File: config.mk
export PLATFORM = sky130hd
export DESIGN_NAME = phased_rate_source_scheduler_unit
export DESIGN_NICKNAME = d
export VERILOG_FILES = /design/src/design/prss_pkg.sv /design/src/design/phased_rate_source_scheduler_unit.sv /design/src/design/prss_divmod.sv /design/src/design/prss_ctrl.sv
export SDC_FILE = /design/constraint.sdc
export NUM_CORES = 1
export LEC_CHECK = 0
export ABC_AREA = 1
export BUFFER_PORTS_ARGS = -buffer_cell sky130_fd_sc_hd__buf_2
export CORE_MARGIN = 1
export CORE_UTILIZATION = 30
export DETAILED_ROUTE_END_ITERATION = 16
export HOLD_SLACK_MARGIN = 0.05
export PLACE_DENSITY = 0.5
export REMOVE_ABC_BUFFERS = 1
export SLEW_MARGIN = 20
export SYNTH_ARGS = -nofsm -noshare
export SYNTH_HDL_FRONTEND = slang
export SYNTH_SLANG_ARGS = --single-unit
File: constraint.sdc
create_clock -name clk -period 5.85 [get_ports clk]
set_clock_uncertainty 0.1 [all_clocks]
set_input_delay 0.585 -clock clk [delete_from_list [all_inputs] [get_ports clk]]
set_output_delay 0.585 -clock clk [all_outputs]
set_load 0.05 [all_outputs]
File: src/design/prss_pkg.sv
// Shared types, constants and codes for the phased rate source scheduler.
`default_nettype none
package prss_pkg;

  localparam int PHASE_SLOTS = 16;
  localparam int PTR_W = (PHASE_SLOTS > 1) ? $clog2(PHASE_SLOTS) : 1;
  localparam int CNT_W = ((PTR_W > 4) ? PTR_W : 4) + 1;

  localparam int S_DATA_W = 88;
  localparam int M_DATA_W = 16;
  localparam int CFG_IDX_W = 3;
  localparam int CFG_DATA_W = 32;

  localparam logic CMD_TICK  = 1'b0;
  localparam logic CMD_WRITE = 1'b1;

  localparam logic [1:0] MODE_CONST_PROB = 2'd0;
  localparam logic [1:0] MODE_PHASE_PROB = 2'd1;
  localparam logic [1:0] MODE_CONST_FLOW = 2'd2;
  localparam logic [1:0] MODE_PHASE_FLOW = 2'd3;

  localparam logic [CFG_IDX_W-1:0] REG_START_TIME  = 3'd0;
  localparam logic [CFG_IDX_W-1:0] REG_PERIOD      = 3'd1;
  localparam logic [CFG_IDX_W-1:0] REG_SOURCE_MODE = 3'd2;
  localparam logic [CFG_IDX_W-1:0] REG_FIXED_PROB  = 3'd3;
  localparam logic [CFG_IDX_W-1:0] REG_FIXED_FLOW  = 3'd4;
  localparam logic [CFG_IDX_W-1:0] REG_PHASE_COUNT = 3'd5;

  typedef enum logic [2:0] {
    ST_IDLE,
    ST_DIV,
    ST_START,
    ST_ADV,
    ST_VAL
  } state_t;

  typedef struct packed {
    logic [31:0] start_time;
    logic [15:0] period;
    logic [1:0]  source_mode;
    logic [15:0] fixed_probability;
    logic [7:0]  fixed_flow;
    logic [4:0]  phase_count;
  } cfg_t;

  typedef struct packed {
    logic        command;
    logic [31:0] iteration;
    logic [15:0] random_value;
    logic [3:0]  entry_index;
    logic [15:0] entry_duration;
    logic [15:0] entry_value;
  } item_t;

  typedef struct packed {
    logic        start;
    logic [31:0] dividend;
    logic [15:0] divisor;
    logic [31:0] start_time;
  } div_req_t;

  typedef struct packed {
    logic done;
    logic rem_zero;
    logic ge;
  } div_rsp_t;

endpackage
`default_nettype wire

File: src/design/phased_rate_source_scheduler_unit.sv
// Top level: stream ports, configuration registers and unit wiring.
// Sequence: a tick word runs the bit-serial remainder and start compare, then
// the start, phase advance and result states before the output register loads.
// A write word goes straight to the result state, then loads the output register.
// Flow: one word at a time; no new word is taken until the last result is loaded.
// Reset: synchronous; clears run state, pointer, age, output and registers.
`default_nettype none
module phased_rate_source_scheduler_unit (
  input  wire logic                           clk,
  input  wire logic                           rst,
  input  wire logic                           s_tvalid,
  output logic                                s_tready,
  // iteration[31:0], random_value[47:32], entry_index[51:48],
  // entry_duration[67:52], entry_value[83:68], zero fill
  input  wire logic [prss_pkg::S_DATA_W-1:0]  s_tdata,
  // command
  input  wire logic                           s_tuser,
  output logic                                m_tvalid,
  input  wire logic                           m_tready,
  // insert_count[7:0], is_running[8], current_phase[12:9], zero fill
  output logic [prss_pkg::M_DATA_W-1:0]       m_tdata,
  input  wire logic                           cfg_we,
  input  wire logic [prss_pkg::CFG_IDX_W-1:0] cfg_index,
  input  wire logic [prss_pkg::CFG_DATA_W-1:0] cfg_data
);
  import prss_pkg::*;

  cfg_t     cfg;
  item_t    item;
  div_req_t div_req;
  div_rsp_t div_rsp;
  logic [7:0] insert_count;
  logic       is_running;
  logic [3:0] current_phase;

  always_ff @(posedge clk) begin
    if (rst) begin
      cfg.start_time        <= '0;
      cfg.period            <= 16'd1;
      cfg.source_mode       <= MODE_CONST_PROB;
      cfg.fixed_probability <= '0;
      cfg.fixed_flow        <= '0;
      cfg.phase_count       <= 5'd1;
    end else if (cfg_we) begin
      unique case (cfg_index)
        REG_START_TIME:  cfg.start_time        <= cfg_data;
        REG_PERIOD:      cfg.period            <= cfg_data[15:0];
        REG_SOURCE_MODE: cfg.source_mode       <= cfg_data[1:0];
        REG_FIXED_PROB:  cfg.fixed_probability <= cfg_data[15:0];
        REG_FIXED_FLOW:  cfg.fixed_flow        <= cfg_data[7:0];
        REG_PHASE_COUNT: cfg.phase_count       <= cfg_data[4:0];
        default: ;
      endcase
    end
  end

  assign item.command        = s_tuser;
  assign item.iteration      = s_tdata[31:0];
  assign item.random_value   = s_tdata[47:32];
  assign item.entry_index    = s_tdata[51:48];
  assign item.entry_duration = s_tdata[67:52];
  assign item.entry_value    = s_tdata[83:68];

  prss_divmod u_divmod (
    .clk (clk),
    .rst (rst),
    .req (div_req),
    .rsp (div_rsp)
  );

  prss_ctrl u_ctrl (
    .clk           (clk),
    .rst           (rst),
    .cfg           (cfg),
    .item          (item),
    .s_valid       (s_tvalid),
    .s_ready       (s_tready),
    .m_valid       (m_tvalid),
    .m_ready       (m_tready),
    .insert_count  (insert_count),
    .is_running    (is_running),
    .current_phase (current_phase),
    .div_req       (div_req),
    .div_rsp       (div_rsp)
  );

  assign m_tdata = {3'd0, current_phase, is_running, insert_count};

endmodule
`default_nettype wire

File: src/design/prss_divmod.sv
// Bit-serial remainder by the period and start-time compare, one bit per cycle.
`default_nettype none
module prss_divmod (
  input  wire logic                clk,
  input  wire logic                rst,
  input  wire prss_pkg::div_req_t  req,
  output prss_pkg::div_rsp_t       rsp
);
  import prss_pkg::*;

  logic        busy;
  logic [4:0]  cnt;
  logic [31:0] dvd;
  logic [31:0] st;
  logic [15:0] dvs;
  logic [15:0] rem;
  logic        eq;
  logic        gt;

  logic [16:0] rem_sh;
  logic [16:0] rem_sub;
  logic [15:0] rem_next;
  logic        eq_next;
  logic        gt_next;

  always_comb begin
    rem_sh  = {rem, dvd[31]};
    rem_sub = rem_sh - {1'b0, dvs};
    if (rem_sh >= {1'b0, dvs}) begin
      rem_next = rem_sub[15:0];
    end else begin
      rem_next = rem_sh[15:0];
    end
    eq_next = eq & (dvd[31] == st[31]);
    gt_next = gt | (eq & dvd[31] & ~st[31]);
  end

  always_ff @(posedge clk) begin
    if (rst) begin
      busy         <= 1'b0;
      cnt          <= '0;
      rsp.done     <= 1'b0;
      rsp.rem_zero <= 1'b0;
      rsp.ge       <= 1'b0;
    end else begin
      rsp.done <= 1'b0;
      if (req.start) begin
        busy <= 1'b1;
        cnt  <= '0;
        dvd  <= req.dividend;
        st   <= req.start_time;
        dvs  <= req.divisor;
        rem  <= '0;
        eq   <= 1'b1;
        gt   <= 1'b0;
      end else if (busy) begin
        dvd <= {dvd[30:0], 1'b0};
        st  <= {st[30:0], 1'b0};
        rem <= rem_next;
        eq  <= eq_next;
        gt  <= gt_next;
        cnt <= cnt + 5'd1;
        if (cnt == 5'd31) begin
          busy         <= 1'b0;
          rsp.done     <= 1'b1;
          rsp.rem_zero <= (rem_next == 16'd0);
          rsp.ge       <= gt_next | eq_next;
        end
      end
    end
  end

endmodule
`default_nettype wire

File: src/design/prss_ctrl.sv
// Sequencer, phase table, phase state and output register.
`default_nettype none
module prss_ctrl (
  input  wire logic                clk,
  input  wire logic                rst,
  input  wire prss_pkg::cfg_t      cfg,
  input  wire prss_pkg::item_t     item,
  input  wire logic                s_valid,
  output logic                     s_ready,
  output logic                     m_valid,
  input  wire logic                m_ready,
  output logic [7:0]               insert_count,
  output logic                     is_running,
  output logic [3:0]               current_phase,
  output prss_pkg::div_req_t       div_req,
  input  wire prss_pkg::div_rsp_t  div_rsp
);
  import prss_pkg::*;

  state_t      state, state_next;
  logic        cmd;
  logic [15:0] rnd;
  logic        running, running_next;
  logic [PTR_W-1:0] ptr, ptr_next;
  logic [15:0] age, age_next;
  logic [31:0] rd_data;
  logic [31:0] phase_mem [PHASE_SLOTS];

  logic        load_out;
  logic [7:0]  count;
  logic        accept;
  logic        phased;
  logic [CNT_W-1:0] pc_ext;
  logic [CNT_W-1:0] slots;
  logic [CNT_W-1:0] nxt;
  logic [CNT_W-1:0] widx_ext;
  logic [PTR_W+3:0] ptr_ext;
  logic [15:0] val;

  assign s_ready = (state == ST_IDLE);
  assign accept  = s_valid & s_ready;
  assign phased  = (cfg.source_mode == MODE_PHASE_PROB) ||
                   (cfg.source_mode == MODE_PHASE_FLOW);
  assign pc_ext   = CNT_W'(cfg.phase_count);
  assign nxt      = CNT_W'(ptr) + CNT_W'(1);
  assign widx_ext = CNT_W'(item.entry_index);
  assign ptr_ext  = {4'd0, ptr_next};
  assign val      = rd_data[15:0];

  always_comb begin
    if (pc_ext == '0) begin
      slots = CNT_W'(1);
    end else if (pc_ext > CNT_W'(PHASE_SLOTS)) begin
      slots = CNT_W'(PHASE_SLOTS);
    end else begin
      slots = pc_ext;
    end
  end

  assign div_req.start      = accept && (item.command == CMD_TICK);
  assign div_req.dividend   = item.iteration;
  assign div_req.divisor    = (cfg.period == 16'd0) ? 16'd1 : cfg.period;
  assign div_req.start_time = cfg.start_time;

  always_comb begin
    count = 8'd0;
    if ((cmd == CMD_TICK) && running && div_rsp.rem_zero) begin
      unique case (cfg.source_mode)
        MODE_CONST_PROB: count = (rnd < cfg.fixed_probability) ? 8'd1 : 8'd0;
        MODE_PHASE_PROB: count = (rnd < val) ? 8'd1 : 8'd0;
        MODE_CONST_FLOW: count = cfg.fixed_flow;
        MODE_PHASE_FLOW: count = (val[15:8] != 8'd0) ? 8'hFF : val[7:0];
        default:         count = 8'd0;
      endcase
    end
  end

  always_comb begin
    state_next   = state;
    running_next = running;
    ptr_next     = ptr;
    age_next     = age;
    load_out     = 1'b0;
    unique case (state)
      ST_IDLE: begin
        if (s_valid) begin
          state_next = (item.command == CMD_WRITE) ? ST_VAL : ST_DIV;
        end
      end
      ST_DIV: begin
        if (div_rsp.done) state_next = ST_START;
      end
      ST_START: begin
        if (!running && div_rsp.ge) begin
          running_next = 1'b1;
          ptr_next     = '0;
          age_next     = '0;
        end
        state_next = ST_ADV;
      end
      ST_ADV: begin
        if (running && phased && (age == rd_data[31:16])) begin
          age_next = '0;
          ptr_next = (nxt >= slots) ? '0 : nxt[PTR_W-1:0];
        end
        state_next = ST_VAL;
      end
      ST_VAL: begin
        if (!m_valid || m_ready) begin
          load_out = 1'b1;
          if ((cmd == CMD_TICK) && running) age_next = age + 16'd1;
          state_next = ST_IDLE;
        end
      end
      default: state_next = ST_IDLE;
    endcase
  end

  always_ff @(posedge clk) begin
    if (rst) begin
      state   <= ST_IDLE;
      running <= 1'b0;
      ptr     <= '0;
      age     <= '0;
    end else begin
      state   <= state_next;
      running <= running_next;
      ptr     <= ptr_next;
      age     <= age_next;
    end
  end

  always_ff @(posedge clk) begin
    if (accept) begin
      cmd <= item.command;
      rnd <= item.random_value;
    end
  end

  // table read follows the pointer as it is being updated
  always_ff @(posedge clk) begin
    if (accept && (item.command == CMD_WRITE) && (widx_ext < CNT_W'(PHASE_SLOTS))) begin
      phase_mem[widx_ext[PTR_W-1:0]] <= {item.entry_duration, item.entry_value};
    end
    rd_data <= phase_mem[ptr_next];
  end

  always_ff @(posedge clk) begin
    if (rst) begin
      m_valid       <= 1'b0;
      insert_count  <= '0;
      is_running    <= 1'b0;
      current_phase <= '0;
    end else begin
      if (load_out) begin
        m_valid       <= 1'b1;
        insert_count  <= count;
        is_running    <= running_next;
        current_phase <= ptr_ext[3:0];
      end else if (m_ready) begin
        m_valid <= 1'b0;
      end
    end
  end

endmodule
`default_nettype wire

==> qor.yml <==
placement:
  placement.io_buffers: 139
  pre_cts_slack_ps: 1260
  placement_stage_cell_area_um2: 37500
  place.gp.congestion: 0.833
  post-place-cells: 5145
  detailed_place_hpwl_um: 54600
sta:
  timing.max_slew.rel_slack: 0.217
  rsz0062_at_grt: "false"
  setup_ws_ps: 1260
  finalCriticalPeriod_ps: 4590
  timing_worst_slew_pin_value_ps: 1170
  finalCritPeriodShare: 0.784
  report.final.hold_viol_count: 0
  maxClockFrequency_mhz: 218
  drv_slew: 0
  final-setup-viol-count: 0
routing:
  totalWireLength_um: 96300
  drt_drc_violations_left: 0
  wl_per_cell_um: 18.0
  via_count: 24800
  dr.pass1.iters: 7
  first_iter_violations: 2020
  antenna_violating_nets_post_route: 0
  detail_route.vias_per_cell: 4.63
yosys:
  synthXorXnorAreaFrac: 0.00323
  synth.cell_area_um2: 35300
  synth_top_family_by_area: "simple AND/OR/NAND/NOR gates"
  synth_top_area_cell: "sky130_fd_sc_hd__edfxtp_1"
  synth-edff-count: 627
  synth_mux_area_frac: 0
  synth.top_cells.by_area: "sky130_fd_sc_hd__edfxtp_1 53%, sky130_fd_sc_hd__nand3_1 9.0%, sky130_fd_sc_hd__dfxtp_1 9.0%, sky130_fd_sc_hd__nand2_1 7.7%, sky130_fd_sc_hd__inv_1 6.1%"
  synth_fa_ha_area_frac: 0.0201
  area_share_of_and_or_nand_nor_cells_after_synthesis: 0.228
  synth_common_cells: "722 x sky130_fd_sc_hd__nand2_1, 634 x sky130_fd_sc_hd__nand3_1, 627 x sky130_fd_sc_hd__edfxtp_1"
  yosysWarnings: 0
  syn_avg_cell_area_um2: 9.70
  postSynthRegisterBits: 785
  synth_top_area_share: 0.534
  synthDistinctLibCells: 44
  synth_sequential_area_ratio: 0.624
  synthMostInstantiatedCell: "sky130_fd_sc_hd__nand2_1"
  dominantRegCellSynth: "sky130_fd_sc_hd__edfxtp_1"
  postSynthCellCount: 3633
  async_reset_ff_frac: 0
  synth_compound_gate_area_share: 0.0349
grt:
  globalRouteOverflowTotal: 0
  pin_count_of_the_biggest_net_entering_global_routing: 129
  grt_pass1_wl_um: 142000
  grt_antenna_before_repair: 17
  track_usage: 0.159
  first_global_vias: 23000
setup_path:
  worstReg2RegEnd: "u_ctrl.rd_data[14]"
  reg2reg_slack_ps: 1260
  critical_path_class: "reg2reg"
  reg2reg_from: "cfg[0]"
  worst_ep_required_time_ps: 6300
  critPathArrivalTime_ps: 5040
  worst-r2r-cell-count: 17
  critPathMaxFanout: 113
  critical_path_sink_type: "flip-flop"
  critPathLaunchType: "flip-flop"
final_layout:
  final_core_util: 0.349
  final-seq-area_um2: 22000
  layout.filler_cells: 11700
  share_of_layout_cells_above_drive_strength_1: 0.0931
  footprint_of_the_multi_input_gates_um2: 10300
  finalNetCount: 3925
  layout.cell_area.non_filler_um2: 40600
  syn2layout_area_growth_pct: 15.2
  layoutNonFillerInstCount: 5346
cts:
  cts-buffers-inserted: 90
  tritoncts_num_sinks: 785
  clk_pin_slew_ps: 60
  htreeDepth: 3
  post_cts.repair.setup_buffers: 0
  cts_tree: "built"
  root_buffer: "sky130_fd_sc_hd__clkbuf_16"
  cts-root-to-sink-buffers: 3
  insertion_delay_ps: 660
die:
  dieWidth_um: 345
  design.core.area_um2: 116000
  die_height_um: 345
  die_area_um2: 119000
  initial_utilization: 0.303
  io_pins: 147
  placementRows: 125
hold_path:
  worstHoldPathType: "in2reg"
  hold_depth: 1
  hold_start: "s_tdata[35]"
  hold_end: "u_ctrl.rnd[3]"
flow_run:
  number_of_max_capacitance_violations_reported: 0
power_and_ir_drop:
  reported_leakage_power_uw: 0.0167
  ir_drop_v: 0.000205
  p_per_area_nw_per_um2: 320
outcome:
  status: "complete, no violations"
==> how the worst max path moves through the flow <==
stage | from | end | slack (ps) | cells past startpoint
floorplan | u_ctrl.state[1] | u_ctrl.rd_data[10] | -3670 | 10
global placement | cfg[0] | u_ctrl.rd_data[29] | 1300 | 18
detailed placement | cfg[0] | u_ctrl.rd_data[25] | 1260 | 17
CTS | cfg[0] | u_ctrl.rd_data[29] | 1250 | 17
global route | cfg[0] | u_ctrl.rd_data[25] | 960 | 18
finish | cfg[0] | u_ctrl.rd_data[14] | 1260 | 17
==> per-layer routing <==
metal / vias up / routed length [µm] / GRT usage
met3: 156 / 6040 / 0.0319
met1: 11700 / 44700 / 0.221
li1: 12300 / - / -
met5: - / 66 / 0
met4: 12 / 2160 / 0.0448
met2: 620 / 43300 / 0.250
==> timing repair <==
item,CTS,global route
endpoints found under the setup margin,0,0
endpoints found under the hold margin,27,0
resized for setup,0,0
hold buffers,27,0
==> worst max-delay path, stage by stage, from the launching register on <==
cell,delay [ps]
sky130_fd_sc_hd__dfxtp_1,320
sky130_fd_sc_hd__or4_1,540
sky130_fd_sc_hd__nand2_1,90
sky130_fd_sc_hd__nand2_1,60
sky130_fd_sc_hd__ha_1,310
sky130_fd_sc_hd__nand2_1,60
sky130_fd_sc_hd__a21oi_1,40
sky130_fd_sc_hd__nor2_1,200
sky130_fd_sc_hd__nand3_1,120
sky130_fd_sc_hd__nand4_1,150
sky130_fd_sc_hd__nand3_4,530
sky130_fd_sc_hd__nand2_8,860
sky130_fd_sc_hd__buf_4,450
sky130_fd_sc_hd__nand2_1,80
sky130_fd_sc_hd__nand3_1,80
sky130_fd_sc_hd__nand3_1,140
sky130_fd_sc_hd__nand3_1,140
sky130_fd_sc_hd__nand2_1,80
==> power by group <==
part	leakage, µW	switching (µW)	internal [µW]	total [µW]
combinational	0.00833	787	329	1120
sequential	0.00697	88.0	6310	6390
clock	0.00140	2290	3200	5490
total	0.0167	3160	9840	13000
==> state kept, by name, indices dropped and copies added, names as in the netlist, 32 cells and up <==
| name | count |
|---|---|
| u_divmod.dvd | 32 |
| u_ctrl.rd_data | 32 |
| cfg | 79 |
| u_divmod.st | 32 |
| u_ctrl.phase_mem | 512 |
==> cells by family (layout without fill, tap and decap cells) <==
| kind of cell | count (synthesis) | after routing |
|---|---|---|
| XOR/XNOR | 13 | 13 |
| buffers and inverters | 779 | 959 |
| other | 1 | 10 |
| adder cells (fa/ha/maj) | 56 | 56 |
| AND/OR/NAND/NOR | 1765 | 1765 |
| flip-flops | 785 | 785 |
| AO/OA/AOI/OAI | 234 | 234 |
==> placed cells by master, fill, tap and decap left out, drive strengths merged, types with 2 or more instances in the layout <==
| cell type | Yosys | final |
|---|---|---|
| o21ai | 117 | 117 |
| a21oi | 97 | 97 |
| ha | 55 | 55 |
| nor4 | 4 | 4 |
| and3 | 4 | 4 |
| conb | 1 | 3 |
| nand4 | 11 | 11 |
| o21a | 2 | 2 |
| nor2 | 233 | 233 |
| diode | 0 | 7 |
| clkbuf | 81 | 126 |
| edfxtp | 627 | 627 |
| clkinvlp | 0 | 3 |
| nor3 | 19 | 19 |
| dlygate4sd3 | 0 | 27 |
| dfxtp | 158 | 158 |
| buf | 113 | 180 |
| nand3 | 636 | 636 |
| inv | 582 | 585 |
| a2111oi | 2 | 2 |
| bufinv | 0 | 4 |
| xor2 | 13 | 13 |
| nand2 | 725 | 725 |
| o211ai | 6 | 6 |
| a211oi | 2 | 2 |
| clkinv | 3 | 34 |
| o21bai | 2 | 2 |
| a31oi | 3 | 3 |
| nand3b | 131 | 131 |
==> stage by stage <==
step / TNS, ps / hold WS (ps) / total power [µW]
3_3_place_gp: 0 / 334 / 7610
3_5_place_dp: 0 / 335 / 7630
4_1_cts: 0 / 50.3 / 13100
2_1_floorplan: -197620 / 325 / 7220
5_1_grt: 0 / 50.0 / 13500
6_report: 0 / 73.5 / 13000
==> final cells by class <==
type                    count  share of cell area
clock buffers             126              0.0623
diodes                      7            0.000431
flip-flops and latches    785               0.541
inverters                 585              0.0541
multi-input cells        2071               0.254
clock inverters            41             0.00835
well taps                1524              0.0469
repair buffers            207              0.0326
(Power assumes the default switching activity.)
